### src/playfair_digraph_cipher_macros.svh
// Assertion helpers shared by the cipher RTL. Each use sits on a line of its own.
`ifndef PLAYFAIR_DIGRAPH_CIPHER_MACROS_SVH
`define PLAYFAIR_DIGRAPH_CIPHER_MACROS_SVH

// Property that must hold at every clock edge out of reset.
`define PFC_ASSERT_ALWAYS(label, clk, rst_n, expr, msg) \
    label: assert property (@(posedge clk) disable iff (!rst_n) (expr)) else $error(msg);

// Same-cycle implication.
`define PFC_ASSERT_IMPLY(label, clk, rst_n, ante, cons, msg) \
    label: assert property (@(posedge clk) disable iff (!rst_n) (ante) |-> (cons)) \
        else $error(msg);

// Next-cycle implication.
`define PFC_ASSERT_NEXT(label, clk, rst_n, ante, cons, msg) \
    label: assert property (@(posedge clk) disable iff (!rst_n) (ante) |=> (cons)) \
        else $error(msg);

`endif

### src/pfc_pkg.sv
// ----------------------------------------------------------------------------
// pfc_pkg
// Shared types, constants and small helper functions for the Playfair block.
// ----------------------------------------------------------------------------
`default_nettype none

package pfc_pkg;

    localparam int SQUARE_SIDE = 5;
    localparam int CELLS       = SQUARE_SIDE * SQUARE_SIDE;
    localparam int ALPHA       = 26;
    localparam int CODE_W      = $clog2(ALPHA);
    localparam int CELL_W      = $clog2(CELLS);
    localparam int FILL_W      = $clog2(CELLS + 1);
    localparam int RC_W        = $clog2(SQUARE_SIDE);
    localparam int QUEUE_DEPTH = 2;

    typedef logic [CODE_W-1:0] t_code;
    typedef logic [CELL_W-1:0] t_cell;
    typedef logic [FILL_W-1:0] t_fill;
    typedef logic [RC_W-1:0]   t_rc;

    localparam t_code CODE_V     = t_code'(21);
    localparam t_code CODE_W_LTR = t_code'(22);
    localparam t_code CODE_X     = t_code'(23);
    localparam t_cell ABSENT_POS = t_cell'(31);

    localparam logic [7:0] ASCII_UC_A  = 8'd65;
    localparam logic [7:0] ASCII_UC_Z  = 8'd90;
    localparam logic [7:0] ASCII_LC_A  = 8'd97;
    localparam logic [7:0] ASCII_LC_Z  = 8'd122;
    localparam logic [7:0] ASCII_SPACE = 8'd32;
    localparam logic [6:0] LETTER_BASE = 7'd65;

    typedef enum logic [2:0] {
        K_KEY_CHAR,
        K_KEY_END,
        K_TEXT_CHAR,
        K_TEXT_END,
        K_PAIR,
        K_CLEAR,
        K_NOP
    } t_kind;

    typedef enum logic [1:0] {
        ST_NONE,
        ST_PAIR,
        ST_BAD_CHAR,
        ST_KEY_BAD
    } t_status;

    typedef struct packed {
        t_kind kind;
        t_code code_a;
        t_code code_b;
        logic  a_letter;
        logic  a_space;
        logic  pair_ok;
    } t_op;

    typedef struct packed {
        logic  ok;
        t_code code;
    } t_letter;

    // Letter code 0..25 for either case.
    function automatic t_letter letter_decode(input logic [7:0] c);
        t_letter    res;
        logic [7:0] d;
        res = '0;
        d   = '0;
        if (c >= ASCII_UC_A && c <= ASCII_UC_Z) begin
            d      = c - ASCII_UC_A;
            res.ok = 1'b1;
        end else if (c >= ASCII_LC_A && c <= ASCII_LC_Z) begin
            d      = c - ASCII_LC_A;
            res.ok = 1'b1;
        end
        res.code = d[CODE_W-1:0];
        return res;
    endfunction

    function automatic t_rc cell_row(input t_cell p);
        t_rc r;
        r = '0;
        for (int k = 1; k < SQUARE_SIDE; k++) begin
            if (p >= t_cell'(k * SQUARE_SIDE)) r = t_rc'(k);
        end
        return r;
    endfunction

    function automatic t_rc cell_col(input t_cell p);
        t_cell t;
        t = p - t_cell'(cell_row(p)) * t_cell'(SQUARE_SIDE);
        return t[RC_W-1:0];
    endfunction

    function automatic t_cell cell_index(input t_rc r, input t_rc c);
        return t_cell'(r) * t_cell'(SQUARE_SIDE) + t_cell'(c);
    endfunction

    // One place along a row or column, wrapping; backward when decrypting.
    function automatic t_rc rc_step(input t_rc v, input logic dec);
        t_rc r;
        if (dec) r = (v == '0) ? t_rc'(SQUARE_SIDE - 1) : v - t_rc'(1);
        else     r = (v == t_rc'(SQUARE_SIDE - 1)) ? '0 : v + t_rc'(1);
        return r;
    endfunction

    function automatic t_cell cell_wrap(input t_cell p);
        return (p >= t_cell'(CELLS)) ? p - t_cell'(CELLS) : p;
    endfunction

endpackage

`default_nettype wire

### src/pfc_front.sv
// ----------------------------------------------------------------------------
// pfc_front
// Decodes the command and classifies the two input bytes of each word.
// ----------------------------------------------------------------------------
`default_nettype none

module pfc_front (
    input  logic [2:0]   i_cmd,
    input  logic [7:0]   i_char_first,
    input  logic [7:0]   i_char_second,
    output pfc_pkg::t_op o_op
);
    import pfc_pkg::*;

    localparam logic [2:0] CMD_KEY_CHAR  = 3'd0;
    localparam logic [2:0] CMD_KEY_END   = 3'd1;
    localparam logic [2:0] CMD_TEXT_CHAR = 3'd2;
    localparam logic [2:0] CMD_TEXT_END  = 3'd3;
    localparam logic [2:0] CMD_PAIR      = 3'd4;
    localparam logic [2:0] CMD_CLEAR     = 3'd5;

    t_letter la;
    t_letter lb;
    t_kind   kind;

    always_comb begin
        la = letter_decode(i_char_first);
        lb = letter_decode(i_char_second);
        unique case (i_cmd)
            CMD_KEY_CHAR:  kind = K_KEY_CHAR;
            CMD_KEY_END:   kind = K_KEY_END;
            CMD_TEXT_CHAR: kind = K_TEXT_CHAR;
            CMD_TEXT_END:  kind = K_TEXT_END;
            CMD_PAIR:      kind = K_PAIR;
            CMD_CLEAR:     kind = K_CLEAR;
            default:       kind = K_NOP;
        endcase

        o_op.kind     = kind;
        o_op.a_letter = la.ok;
        o_op.a_space  = (i_char_first == ASCII_SPACE);
        // Key and plaintext read W as V; a ciphertext W is rejected instead.
        o_op.code_a   = (la.code == CODE_W_LTR && kind != K_PAIR) ? CODE_V : la.code;
        o_op.code_b   = lb.code;
        o_op.pair_ok  = la.ok && lb.ok && la.code != CODE_W_LTR && lb.code != CODE_W_LTR;
    end

endmodule

`default_nettype wire

### src/pfc_queue.sv
// ----------------------------------------------------------------------------
// pfc_queue
// Short FIFO of decoded words between the front end and the execution unit.
// ----------------------------------------------------------------------------
`default_nettype none

module pfc_queue (
    input  logic         i_clk,
    input  logic         i_rst_n,
    input  logic         i_push,
    input  pfc_pkg::t_op i_op,
    output logic         o_ready,
    output logic         o_valid,
    output pfc_pkg::t_op o_op,
    input  logic         i_pop
);
    import pfc_pkg::*;
    `include "playfair_digraph_cipher_macros.svh"

    localparam int IDX_W = (QUEUE_DEPTH > 1) ? $clog2(QUEUE_DEPTH) : 1;
    localparam int CNT_W = $clog2(QUEUE_DEPTH + 1);

    typedef logic [IDX_W-1:0] t_idx;
    typedef logic [CNT_W-1:0] t_cnt;

    t_op  r_mem [QUEUE_DEPTH];
    t_idx r_wr;
    t_idx r_rd;
    t_cnt r_count;
    logic push_acc;
    logic pop_acc;

    assign o_ready  = (r_count != t_cnt'(QUEUE_DEPTH));
    assign o_valid  = (r_count != '0);
    assign o_op     = r_mem[r_rd];
    assign push_acc = i_push && o_ready;
    assign pop_acc  = i_pop && o_valid;

    function automatic t_idx idx_next(input t_idx v);
        return (v == t_idx'(QUEUE_DEPTH - 1)) ? '0 : v + t_idx'(1);
    endfunction

    always_ff @(posedge i_clk) begin
        if (!i_rst_n) begin
            r_wr    <= '0;
            r_rd    <= '0;
            r_count <= '0;
        end else begin
            if (push_acc) r_wr <= idx_next(r_wr);
            if (pop_acc)  r_rd <= idx_next(r_rd);
            if (push_acc && !pop_acc)      r_count <= r_count + t_cnt'(1);
            else if (pop_acc && !push_acc) r_count <= r_count - t_cnt'(1);
        end
    end

    always_ff @(posedge i_clk) begin
        if (push_acc) r_mem[r_wr] <= i_op;
    end

    `PFC_ASSERT_ALWAYS(a_q_count_bound, i_clk, i_rst_n, r_count <= t_cnt'(QUEUE_DEPTH), "queue count above depth")
    `PFC_ASSERT_NEXT(a_q_count_up, i_clk, i_rst_n, push_acc && !pop_acc, r_count == $past(r_count) + t_cnt'(1), "queue count missed a push")
    `PFC_ASSERT_NEXT(a_q_count_dn, i_clk, i_rst_n, pop_acc && !push_acc, r_count == $past(r_count) - t_cnt'(1), "queue count missed a pop")

endmodule

`default_nettype wire

### src/pfc_back.sv
// ----------------------------------------------------------------------------
// pfc_back
// Execution unit: builds the key square, holds the pending plaintext letter
// and runs the digraph lookups through the position and square memories.
// ----------------------------------------------------------------------------
`default_nettype none

module pfc_back (
    input  logic         i_clk,
    input  logic         i_rst_n,
    input  logic         i_op_valid,
    input  pfc_pkg::t_op i_op,
    output logic         o_op_pop,
    output logic         o_out_valid,
    input  logic         i_out_ready,
    output logic [1:0]   o_status,
    output logic [6:0]   o_letter_first,
    output logic [6:0]   o_letter_second
);
    import pfc_pkg::*;
    `include "playfair_digraph_cipher_macros.svh"

    typedef enum logic [2:0] {
        S_IDLE,
        S_FILL,
        S_FILL_DONE,
        S_POS,
        S_SQR
    } t_state;

    t_state  r_state, n_state;
    logic [ALPHA-1:0] r_pos_valid, n_pos_valid;
    t_fill   r_key_fill, n_key_fill;
    logic    r_key_ready, n_key_ready;
    logic    r_key_invalid, n_key_invalid;
    t_code   r_pend, n_pend;
    logic    r_pend_valid, n_pend_valid;
    t_code   r_fill_idx, n_fill_idx;
    logic    r_out_valid, n_out_valid;
    t_status r_out_status, n_out_status;
    logic [6:0] r_out_first, n_out_first;
    logic [6:0] r_out_second, n_out_second;

    // Memories and their read registers.
    t_code r_sq_mem  [CELLS];
    t_cell r_pos_mem [ALPHA];
    t_cell r_pos_a, r_pos_b;
    logic  r_pva, r_pvb;
    logic  r_dec;
    t_code r_sq_a, r_sq_b;

    logic  out_free;
    logic  place_req;
    t_code place_code;
    logic  place_we;
    logic  pos_re;
    t_code pos_ra_a, pos_ra_b;
    logic  dec_sel;
    logic  sq_re;
    t_cell sq_ra_a, sq_ra_b;

    t_cell pa, pb;
    t_rc   ra, ca, rb, cb;

    assign out_free = !r_out_valid || i_out_ready;

    // Cell coordinates of the two letters, from the registered positions.
    always_comb begin
        pa = cell_wrap(r_pva ? r_pos_a : ABSENT_POS);
        pb = cell_wrap(r_pvb ? r_pos_b : ABSENT_POS);
        ra = cell_row(pa);
        ca = cell_col(pa);
        rb = cell_row(pb);
        cb = cell_col(pb);
    end

    always_comb begin
        n_state       = r_state;
        n_pos_valid   = r_pos_valid;
        n_key_fill    = r_key_fill;
        n_key_ready   = r_key_ready;
        n_key_invalid = r_key_invalid;
        n_pend        = r_pend;
        n_pend_valid  = r_pend_valid;
        n_fill_idx    = r_fill_idx;
        n_out_valid   = r_out_valid && !i_out_ready;
        n_out_status  = r_out_status;
        n_out_first   = r_out_first;
        n_out_second  = r_out_second;
        o_op_pop      = 1'b0;
        place_req     = 1'b0;
        place_code    = i_op.code_a;
        place_we      = 1'b0;
        pos_re        = 1'b0;
        pos_ra_a      = i_op.code_a;
        pos_ra_b      = i_op.code_b;
        dec_sel       = 1'b0;
        sq_re         = 1'b0;
        sq_ra_a       = cell_index(ra, cb);
        sq_ra_b       = cell_index(rb, ca);

        unique case (r_state)
            S_IDLE: begin
                if (i_op_valid && out_free) begin
                    o_op_pop     = 1'b1;
                    n_out_valid  = 1'b1;
                    n_out_status = ST_NONE;
                    n_out_first  = '0;
                    n_out_second = '0;
                    if (i_op.kind == K_CLEAR) begin
                        n_pos_valid   = '0;
                        n_key_fill    = '0;
                        n_key_ready   = 1'b0;
                        n_key_invalid = 1'b0;
                        n_pend        = '0;
                        n_pend_valid  = 1'b0;
                    end else if (i_op.kind == K_NOP) begin
                        n_out_status = ST_NONE;
                    end else if (r_key_invalid) begin
                        n_out_status = ST_KEY_BAD;
                    end else if (i_op.kind == K_KEY_CHAR) begin
                        if (!r_key_ready) begin
                            if (i_op.a_letter) begin
                                place_req = 1'b1;
                            end else if (!i_op.a_space || r_key_fill == '0) begin
                                n_key_invalid = 1'b1;
                                n_out_status  = ST_KEY_BAD;
                            end
                        end
                    end else if (i_op.kind == K_KEY_END) begin
                        if (!r_key_ready) begin
                            n_out_valid = 1'b0;
                            n_fill_idx  = '0;
                            n_state     = S_FILL;
                        end
                    end else if (!r_key_ready) begin
                        n_out_status = ST_KEY_BAD;
                    end else begin
                        case (i_op.kind)
                            K_TEXT_CHAR: begin
                                if (i_op.a_space) begin
                                    n_out_status = ST_NONE;
                                end else if (!i_op.a_letter) begin
                                    n_out_status = ST_BAD_CHAR;
                                end else if (!r_pend_valid) begin
                                    n_pend       = i_op.code_a;
                                    n_pend_valid = 1'b1;
                                end else begin
                                    n_out_valid = 1'b0;
                                    pos_re      = 1'b1;
                                    pos_ra_a    = r_pend;
                                    n_state     = S_POS;
                                    // A doubled letter other than X pairs with X and stays pending.
                                    if (r_pend == i_op.code_a && i_op.code_a != CODE_X) begin
                                        pos_ra_b = CODE_X;
                                    end else begin
                                        pos_ra_b     = i_op.code_a;
                                        n_pend       = '0;
                                        n_pend_valid = 1'b0;
                                    end
                                end
                            end
                            K_TEXT_END: begin
                                if (r_pend_valid) begin
                                    n_out_valid  = 1'b0;
                                    pos_re       = 1'b1;
                                    pos_ra_a     = r_pend;
                                    pos_ra_b     = CODE_X;
                                    n_pend       = '0;
                                    n_pend_valid = 1'b0;
                                    n_state      = S_POS;
                                end
                            end
                            K_PAIR: begin
                                if (!i_op.pair_ok) begin
                                    n_out_status = ST_BAD_CHAR;
                                end else begin
                                    n_out_valid = 1'b0;
                                    pos_re      = 1'b1;
                                    dec_sel     = 1'b1;
                                    n_state     = S_POS;
                                end
                            end
                            default: begin
                                n_out_status = ST_NONE;
                            end
                        endcase
                    end
                end
            end
            S_FILL: begin
                place_code = r_fill_idx;
                place_req  = (r_fill_idx != CODE_W_LTR);
                if (r_fill_idx == t_code'(ALPHA - 1)) begin
                    n_key_ready = 1'b1;
                    n_state     = S_FILL_DONE;
                end else begin
                    n_fill_idx = r_fill_idx + t_code'(1);
                end
            end
            S_FILL_DONE: begin
                if (out_free) begin
                    n_out_valid  = 1'b1;
                    n_out_status = ST_NONE;
                    n_out_first  = '0;
                    n_out_second = '0;
                    n_state      = S_IDLE;
                end
            end
            S_POS: begin
                sq_re = 1'b1;
                if (ca == cb) begin
                    sq_ra_a = cell_index(rc_step(ra, r_dec), ca);
                    sq_ra_b = cell_index(rc_step(rb, r_dec), cb);
                end else if (ra == rb) begin
                    sq_ra_a = cell_index(ra, rc_step(ca, r_dec));
                    sq_ra_b = cell_index(rb, rc_step(cb, r_dec));
                end
                n_state = S_SQR;
            end
            S_SQR: begin
                if (out_free) begin
                    n_out_valid  = 1'b1;
                    n_out_status = ST_PAIR;
                    n_out_first  = LETTER_BASE + 7'(r_sq_a);
                    n_out_second = LETTER_BASE + 7'(r_sq_b);
                    n_state      = S_IDLE;
                end
            end
            default: begin
                n_state = S_IDLE;
            end
        endcase

        // Key placement: a letter already in the square is skipped.
        if (place_req && !r_pos_valid[place_code] && r_key_fill < t_fill'(CELLS)) begin
            place_we                = 1'b1;
            n_pos_valid[place_code] = 1'b1;
            n_key_fill              = r_key_fill + t_fill'(1);
        end
    end

    always_ff @(posedge i_clk) begin
        if (!i_rst_n) begin
            r_state       <= S_IDLE;
            r_pos_valid   <= '0;
            r_key_fill    <= '0;
            r_key_ready   <= 1'b0;
            r_key_invalid <= 1'b0;
            r_pend        <= '0;
            r_pend_valid  <= 1'b0;
            r_fill_idx    <= '0;
            r_out_valid   <= 1'b0;
            r_out_status  <= ST_NONE;
            r_out_first   <= '0;
            r_out_second  <= '0;
        end else begin
            r_state       <= n_state;
            r_pos_valid   <= n_pos_valid;
            r_key_fill    <= n_key_fill;
            r_key_ready   <= n_key_ready;
            r_key_invalid <= n_key_invalid;
            r_pend        <= n_pend;
            r_pend_valid  <= n_pend_valid;
            r_fill_idx    <= n_fill_idx;
            r_out_valid   <= n_out_valid;
            r_out_status  <= n_out_status;
            r_out_first   <= n_out_first;
            r_out_second  <= n_out_second;
        end
    end

    always_ff @(posedge i_clk) begin
        if (place_we) begin
            r_sq_mem[r_key_fill[CELL_W-1:0]] <= place_code;
            r_pos_mem[place_code]            <= r_key_fill[CELL_W-1:0];
        end
        if (pos_re) begin
            r_pos_a <= r_pos_mem[pos_ra_a];
            r_pos_b <= r_pos_mem[pos_ra_b];
            r_pva   <= r_pos_valid[pos_ra_a];
            r_pvb   <= r_pos_valid[pos_ra_b];
            r_dec   <= dec_sel;
        end
        if (sq_re) begin
            r_sq_a <= r_sq_mem[sq_ra_a];
            r_sq_b <= r_sq_mem[sq_ra_b];
        end
    end

    assign o_out_valid     = r_out_valid;
    assign o_status        = r_out_status;
    assign o_letter_first  = r_out_first;
    assign o_letter_second = r_out_second;

    `PFC_ASSERT_ALWAYS(a_fill_bound, i_clk, i_rst_n, r_key_fill <= t_fill'(CELLS), "key fill count above square size")
    `PFC_ASSERT_IMPLY(a_pair_needs_key, i_clk, i_rst_n, r_out_valid && r_out_status == ST_PAIR, r_key_ready && !r_key_invalid, "pair result without a finished key")
    `PFC_ASSERT_NEXT(a_fill_complete, i_clk, i_rst_n, r_state == S_FILL && r_fill_idx == t_code'(ALPHA - 1), r_key_fill == t_fill'(CELLS) && r_key_ready, "square not full after key fill")

endmodule

`default_nettype wire

### src/playfair_digraph_cipher.sv
// ----------------------------------------------------------------------------
// playfair_digraph_cipher
// Playfair cipher over a 5x5 square without W, with key loading,
// plaintext digraph encryption and ciphertext pair decryption.
// ----------------------------------------------------------------------------
// Each input word passes through a decoder into a two-word queue and is then
// executed one at a time. Once at the head of the queue, key characters,
// rejected characters and other words that make no pair finish when taken;
// a digraph passes through a position memory read, a square memory read and
// the result register; end of key takes the word, lets the fill walk all 26
// letters once, and then loads the result register.
// A result that waits to be taken holds the next word at the head of the
// queue, and the queue keeps accepting words until it holds two. No clearing
// pass runs after reset: letter presence is kept in flip-flops that reset and
// the clear-key command empty at once.
`default_nettype none

module playfair_digraph_cipher (
    input  logic       i_clk,
    input  logic       i_rst_n,
    input  logic       i_in_valid,
    output logic       o_in_ready,
    input  logic [2:0] i_cmd,
    input  logic [7:0] i_char_first,
    input  logic [7:0] i_char_second,
    output logic       o_out_valid,
    input  logic       i_out_ready,
    output logic [1:0] o_status,
    output logic [6:0] o_letter_first,
    output logic [6:0] o_letter_second
);
    import pfc_pkg::*;

    t_op  dec_op;
    t_op  q_op;
    logic q_valid;
    logic q_pop;

    pfc_front u_front (
        .i_cmd         (i_cmd),
        .i_char_first  (i_char_first),
        .i_char_second (i_char_second),
        .o_op          (dec_op)
    );

    pfc_queue u_queue (
        .i_clk   (i_clk),
        .i_rst_n (i_rst_n),
        .i_push  (i_in_valid),
        .i_op    (dec_op),
        .o_ready (o_in_ready),
        .o_valid (q_valid),
        .o_op    (q_op),
        .i_pop   (q_pop)
    );

    pfc_back u_back (
        .i_clk           (i_clk),
        .i_rst_n         (i_rst_n),
        .i_op_valid      (q_valid),
        .i_op            (q_op),
        .o_op_pop        (q_pop),
        .o_out_valid     (o_out_valid),
        .i_out_ready     (i_out_ready),
        .o_status        (o_status),
        .o_letter_first  (o_letter_first),
        .o_letter_second (o_letter_second)
    );

endmodule

`default_nettype wire
### config.mk
export PLATFORM = sky130hd
export DESIGN_NAME = playfair_digraph_cipher
export DESIGN_NICKNAME = d
export VERILOG_FILES = /design/src/pfc_pkg.sv /design/src/pfc_front.sv /design/src/pfc_queue.sv /design/src/pfc_back.sv /design/src/playfair_digraph_cipher.sv
export VERILOG_INCLUDE_DIRS = /design/src /design/src/src
export SDC_FILE = /design/constraint.sdc
export NUM_CORES = 1
export LEC_CHECK = 0
export BUFFER_PORTS_ARGS = -buffer_cell sky130_fd_sc_hd__buf_2
export CELL_PAD_IN_SITES_DETAIL_PLACEMENT = 1
export CELL_PAD_IN_SITES_GLOBAL_PLACEMENT = 1
export CORE_ASPECT_RATIO = 0.75
export CORE_MARGIN = 2
export CORE_UTILIZATION = 55
export CTS_BUF_LIST = sky130_fd_sc_hd__clkbuf_8
export DETAILED_ROUTE_END_ITERATION = 10
export PLACE_DENSITY_LB_ADDON = 0.1
export SYNTH_ARGS = -nofsm -noshare
export SYNTH_HDL_FRONTEND = slang
export SYNTH_SLANG_ARGS = --single-unit
### constraint.sdc
create_clock -name i_clk -period 13.1 [get_ports i_clk]
set_input_delay 0.655 -clock i_clk [delete_from_list [all_inputs] [get_ports i_clk]]
set_output_delay 0.655 -clock i_clk [all_outputs]
set_load 0.1 [all_outputs]
## Yosys cells after proc, flatten, opt, wreduce, memory -nomap -nowiden

Memory sizes are Yosys's and may differ from the RTL's. A register that Yosys moved wholly into a read port is not among the register bits.
Index checks and enable logic that the tools add are counted.

- Bits in registers: 71
- Bits in latches: 0
- Memory bits (writable): 287
- ROM bits: 0
- Bits of input ports: 23
- Output and inout port bits: 18
- Logic and storage cells: 419
- Memories kept: 3

- $add $sub $neg: 30
- Multipliers: 4
- Div/mod/pow operators: 0
- Magnitude comparators: 23
- Equal/unequal tests: 58
- Shifts and indexed selects: 0
- Mux-type cells: 225
- Bitwise gates (word level): 5
- Reduce and logical (&&, ||, !) cells: 53

Memories:

| memory | words | bits a word | read ports | clocked after Yosys merged registers in | write ports | line | source |
|---|---|---|---|---|---|---|---|
| u_back.r_pos_mem | 26 | 5 | 2 | 2 | 1 | pfc_back.sv:46 | `t_cell r_pos_mem [ALPHA];` |
| u_back.r_sq_mem | 25 | 5 | 2 | 2 | 1 | pfc_back.sv:45 | `t_code r_sq_mem [CELLS];` |
| u_queue.r_mem | 2 | 16 | 1 | 1 | 1 | pfc_queue.sv:26 | `t_op r_mem [QUEUE_DEPTH];` |

Operators by type and width:

| kind | count |
|---|---|
| 2-to-1 mux 5 bit | 63 |
| 2-to-1 mux 3 bit | 38 |
| 2-to-1 mux 26 bit | 4 |
| 2-to-1 mux 1 bit | 74 |
| 2-to-1 mux 2 bit | 21 |
| case mux 7 bit (3 select lines) | 2 |
| case mux 5 bit (2 select lines) | 4 |
| greater-or-equal comparator 8 x 7 -> 1 bit, second input constant | 4 |
| <= comparator 8 x 7 -> 1 bit, second input constant | 4 |
| adder 5 x 3 -> 5 bit | 6 |
| == test 3 bit, second input constant | 10 |
| 2-to-1 mux 7 bit | 4 |
| bitwise OR 26 bit | 1 |
| zero test 3 bit | 7 |
| greater-or-equal comparator 5 x 4 -> 1 bit, second input constant | 4 |
| greater-or-equal comparator 5 bit, second input constant | 4 |
| multiplier 3 x 3 -> 5 bit, second input constant | 4 |
| inequality test 2 x 1 -> 1 bit, second input constant | 10 |
| inequality test 5 bit, second input constant | 4 |
| subtractor 5 x 1 -> 5 bit, second input constant | 4 |
| == test 3 x 2 -> 1 bit, second input constant | 6 |
| logical AND 1 bit | 18 |
| less-than comparator 5 x 6 -> 1 bit, second input constant | 3 |
| case mux 3 bit (6 select lines) | 1 |
| other kinds (45) | 98 |

## Logic depth before layout (Yosys ltp)

- Word-level depth: 20
- Gate-level depth with buffers: 28

## Hierarchy

From an unflattened synthesis, not the netlist that was laid out.

- Cell total of the unflattened synthesis: 1888
- Area total of the unflattened synthesis: 21510.6 µm²

By module, submodules not included:

| module | instances | cells an instance | area an instance (µm²) | sequential area each (µm²) |
|---|---|---|---|---|
| pfc_back | 1 | 1751 | 19617.6 | 9609.2 |
| pfc_queue | 1 | 74 | 1393.8 | 1061.0 |
| pfc_front | 1 | 63 | 499.2 | 0.0 |

## Worst setup path before layout

No wires, ideal clock.

- Path type: register to register
- Start: register u_back.r_pos_b[0], read port of u_back.r_pos_mem
- End: register u_back.r_sq_b[3], read port of u_back.r_sq_mem (data pin)
- Setup time: 149 ps
- Data arrival time: 5926 ps
- Slack: 7025 ps
- Cell stages (with the launch flop): 28
- Buffers on the path: 3
- Cells stage by stage: edfxtp_1 clkbuf_1 nand2b_1 ha_1 or4_4 and3_4 o211a_1 o41a_4 clkinv_2 nand2_1 inv_1 ha_1 fa_1 ha_1 inv_1 nand2_1 mux4_2 ha_1 xor2_1 nand2_1 a221o_1 nand3_1 buf_2 clkbuf_1 nor2_1 a211oi_1 o22ai_1 mux2i_1

- Cells in the longest elaborated chain, start to end: 20

Ends and longest elaborated chain:

| item | line | source |
|---|---|---|
| start: declaration | pfc_back.sv:47 | `t_cell r_pos_a, r_pos_b;` |
| 2-to-1 mux 5 bit * | pfc_back.sv:70 | `pb = cell_wrap(r_pvb ? r_pos_b : ABSENT_POS);` |
| subtractor 5 bit / greater-or-equal comparator 5 bit (equally long branches) | pfc_pkg.sv:111 | `return (p >= t_cell'(CELLS)) ? p - t_cell'(CELLS) : p;` |
| 2-to-1 mux 5 bit * | pfc_pkg.sv:111 |  |
| greater-or-equal comparator 5 x 3 -> 1 bit | pfc_pkg.sv:87 | `if (p >= t_cell'(k * SQUARE_SIDE)) r = t_rc'(k);` |
| 2-to-1 mux 1 bit | pfc_pkg.sv:87 |  |
| 2-to-1 mux 2 bit (2 in series) | pfc_pkg.sv:87 |  |
| 2-to-1 mux 3 bit | pfc_pkg.sv:87 |  |
| multiplier 3 x 3 -> 5 bit | pfc_pkg.sv:94 | `t = p - t_cell'(cell_row(p)) * t_cell'(SQUARE_SIDE);` |
| [... 3 more ...] | n/a |  |
| 2-to-1 mux 3 bit | pfc_pkg.sv:105 | `if (dec) r = (v == '0) ? t_rc'(SQUARE_SIDE - 1) : v - t_rc'(1);` |
| 2-to-1 mux 3 bit | pfc_back.sv:215 | `end else if (ra == rb) begin` |
| 2-to-1 mux 3 bit | pfc_back.sv:212 | `if (ca == cb) begin` |
| 2-to-1 mux 3 bit | pfc_back.sv:102 | `unique case (r_state)` |
| adder 5 x 3 -> 5 bit | pfc_pkg.sv:99 | `return t_cell'(r) * t_cell'(SQUARE_SIDE) + t_cell'(c);` |
| 2-to-1 mux 5 bit | pfc_back.sv:215 |  |
| 2-to-1 mux 5 bit | pfc_back.sv:212 |  |
| 2-to-1 mux 5 bit * | pfc_back.sv:102 |  |
| end: declaration | pfc_back.sv:50 | `t_code r_sq_a, r_sq_b;` |

Every way passes the cells marked *; elsewhere a longest branch is shown, timed or not. The select of a mux whose other input is x is not followed.
A chain may end at the register's enable or synchronous reset.

## Final worst setup path

Ends and elaborated chain as after synthesis.

==> metrics <==
Chip Width 233 um; gpl congestion 0.952; Syn Nets 2,105; CTS Hold Bufs 0; Total GRT Usage 0.338; multi-input logic area 0.0103 mm^2; number of enable flip-flop cells after synthesis 310; n_diodes 0; max_cap viols 0; Crit. End Element flop; Peak VDD IR 98.3 uV; Post-synth top flop edfxtp_1; grt ovf 0; Post-Syn Instances 2,016; full die area 0.0408 mm^2; Buf+Inv Stages, Crit Path 2; RSZ-0062 raised after global routing no; Setup violations, final 0; clock skew 0.0311 ns; Reg area 0.0107 mm^2; fmax 0.133 GHz; DRT Pass-1 Iters 6; leak pwr 8.64 nW; count of different cell masters after synthesis 89; Clock Sinks 378; Synth-to-Final Area Change 8.72%; Layout Nets 2,114; # rows 62; slew at the pin closest to its max-slew limit 1.31 ns; TNS Setup 0 ns; Starting Density 0.560; final instance area 0.0234 mm^2; clk_lat worst skew 0.66 ns; pin count of the biggest net entering global routing 81; Setup Buffers After CTS 0; DRT antenna net count 0; core region area 0.0385 mm^2; Slew Viols, Final 0; CP top delay family simple AND/OR/NAND/NOR gates; height of the die 175 um; outcome finished clean; crit path kind flop to flop; share of post-route cells with drive strength above 1 0.118; # DRC 0; total number of yosys warnings 0; worst path cell trace nand2b_1 -> ha_1 -> or4_4 -> and3_4 -> o211a_1 -> o41a_4 -> clkinv_2 -> nand2_1 -> inv_1 -> ha_1 -> fa_1 -> xor2_1 -> xnor2_1 -> mux4_2 -> ha_1 -> xor2_1 -> nand2_1 -> a221o_1 -> nand3_1 -> mux2_2 -> nand3_1 -> o311ai_0 -> o22ai_1 -> mux2i_1; final wirelength 68,600 um; Pwr Density 151 mW/mm^2; DRT iter0 DRCs 1,922; Finished Core Util 0.609; initial antenna violation count 1; root buffer cell clkbuf_8; crit path DAT 7.92 ns; sequential share of the synthesized area 0.495; first-pass GRT wire length 105,000 um; crit share post-route 0.576; ys async rst share 0; number of top-level pins 41; Worst-path clk slew 0.07 ns; fin crit period 7.54 ns; Hold WS 0.218 ns; Placed Instance Area 0.0222 mm^2; htree depth 2; worst-path fanout max 21; maximum buffer depth of the clock tree 3; Rel. slew slack 0.129; Worst EP required 13.48 ns; Fin. Hold Viols 0; port bufs 40; Via density 6.68; wire per inst 26.5 um; Fillers 4,099; CTS Buf Count 59; DR vias 17,300; slowest cell on the critical path nand3_1; Worst path max stage delay 0.80 ns; Detailed Place HPWL 46,400 um; number of gates resized after cts 0; critical path launch point type flop; number of global-route vias before repair 17,200; Hold Crit Class input pin to flop; register bit total from synthesis 378; most used cell, CP ha_1; mean post-synth cell area 10.7 um^2; Synth Cell Area 0.0216 mm^2; CTS tree yes
[synthesized netlist by cell type (all sizes together), types with 8 or more instances]
library cell | n | area share
edfxtp | 310 | 0.43
and2 | 61 | 0.018
xor2 | 14 | 0.0057
o21ai | 50 | 0.012
xnor2 | 26 | 0.011
fa | 8 | 0.0074
a22oi | 13 | 0.0048
inv | 50 | 0.0087
a21o | 20 | 0.0070
mux2 | 56 | 0.029
a311oi | 33 | 0.013
o22ai | 39 | 0.012
a211oi | 75 | 0.026
mux2i | 155 | 0.072
dfxtp | 68 | 0.063
buf | 32 | 0.0092
clkbuf | 93 | 0.016
o211ai | 17 | 0.0059
mux4 | 8 | 0.0084
nand2b | 16 | 0.0046
a21boi | 14 | 0.0049
nor2b | 59 | 0.017
nand4 | 9 | 0.0026
a31oi | 32 | 0.010
nand3 | 57 | 0.013
and3 | 8 | 0.0026
nor2 | 109 | 0.019
or3 | 16 | 0.0046
a21oi | 96 | 0.022
nor3 | 28 | 0.0065
a311o | 10 | 0.0046
ha | 58 | 0.034
nand3b | 11 | 0.0038
nand2 | 267 | 0.047
[where the power goes]
| group | internal [mW] | switching, mW | total, mW | leakage (nW) |
|---|---|---|---|---|
| Clock | 0.546 | 0.499 | 1.05 | 0.738 |
| Combinational | 0.277 | 0.761 | 1.04 | 4.33 |
| Sequential | 1.43 | 0.0345 | 1.46 | 3.57 |
| Total | 2.25 | 1.29 | 3.55 | 8.64 |
[area by class of cell]
cell class              instances  share of cell area
clock buffers                  70              0.0411
clock inverters                42              0.0113
inverters                      51             0.00822
multi-input cells            1462               0.438
flip-flops and latches        378               0.455
well taps                     512              0.0273
repair buffers                 73              0.0191
[sequential cells by signal, indices dropped and copies added (netlist names), 5 cells and up, named ones only]
name,count
u_back.o_letter_first,6
u_back.o_letter_second,7
u_back.r_fill_idx,5
u_back.r_key_fill,5
u_back.r_pend,5
u_back.r_pos_a,5
u_back.r_pos_b,5
u_back.r_pos_mem,130
u_back.r_pos_valid,26
u_back.r_sq_a,5
u_back.r_sq_b,5
u_back.r_sq_mem,125
u_queue.r_mem,32
[cell usage in the layout (no fill, tap or decap), types with 33 or more instances in the layout]
master    Yosys  routed
nor2b_1      59      59
dfxtp_1      68      68
a211oi_1     75      75
and2_1       61      61
ha_1         58      58
o21ai_0      48      48
buf_4        10      33
nand3_1      57      57
mux2i_1     154     154
mux2_2       50      50
nand2_1     266     266
clkbuf_8      0      70
a21oi_1      96      95
nor2_1      108     108
a311oi_1     33      33
edfxtp_1    310     310
inv_1        48      80
buf_2         8      40
[stage by stage]
stage	power, mW	instances	worst slack (ns)
final	3.55	2588	5.56
after global routing	3.67	2588	5.29
after CTS	3.53	2588	5.71
after detailed placement	2.49	2476	5.87
after global placement	2.46	2476	6.23
after floorplan	2.11	2016	7.02
[layer usage]
| layer | vias to the layer above | global-route usage | wire length, um |
|---|---|---|---|
| met5 | - | 0 | 0 |
| li1 | 7587 | - | - |
| met4 | 0 | 0.0770 | 1460 |
| met2 | 836 | 0.496 | 29400 |
| met1 | 8736 | 0.517 | 31000 |
| met3 | 127 | 0.0612 | 6750 |
[cell families after synthesis]
family          Yosys count  share of synthesized area
compound gates          466                      0.151
xor+xnor                 42                     0.0188
fa+ha+maj                66                     0.0411
buf+inv                 176                     0.0343
flops                   378                      0.495
mux                     219                      0.110
simple gates            669                      0.150
[worst paths after layout]
path,start,to,slack (ns),cells past startpoint
min,i_cmd[1],u_queue.r_mem[1][14],0.22,1
min reg2reg,u_back.o_letter_first[5],u_back.o_letter_first[5],0.49,2
max reg2reg,u_back.r_pos_b[0],u_back.r_sq_b[3],5.56,24
max,u_back.r_pos_b[0],u_back.r_sq_b[3],5.56,24
No activity file was read; power rests on OpenSTA's default activity.
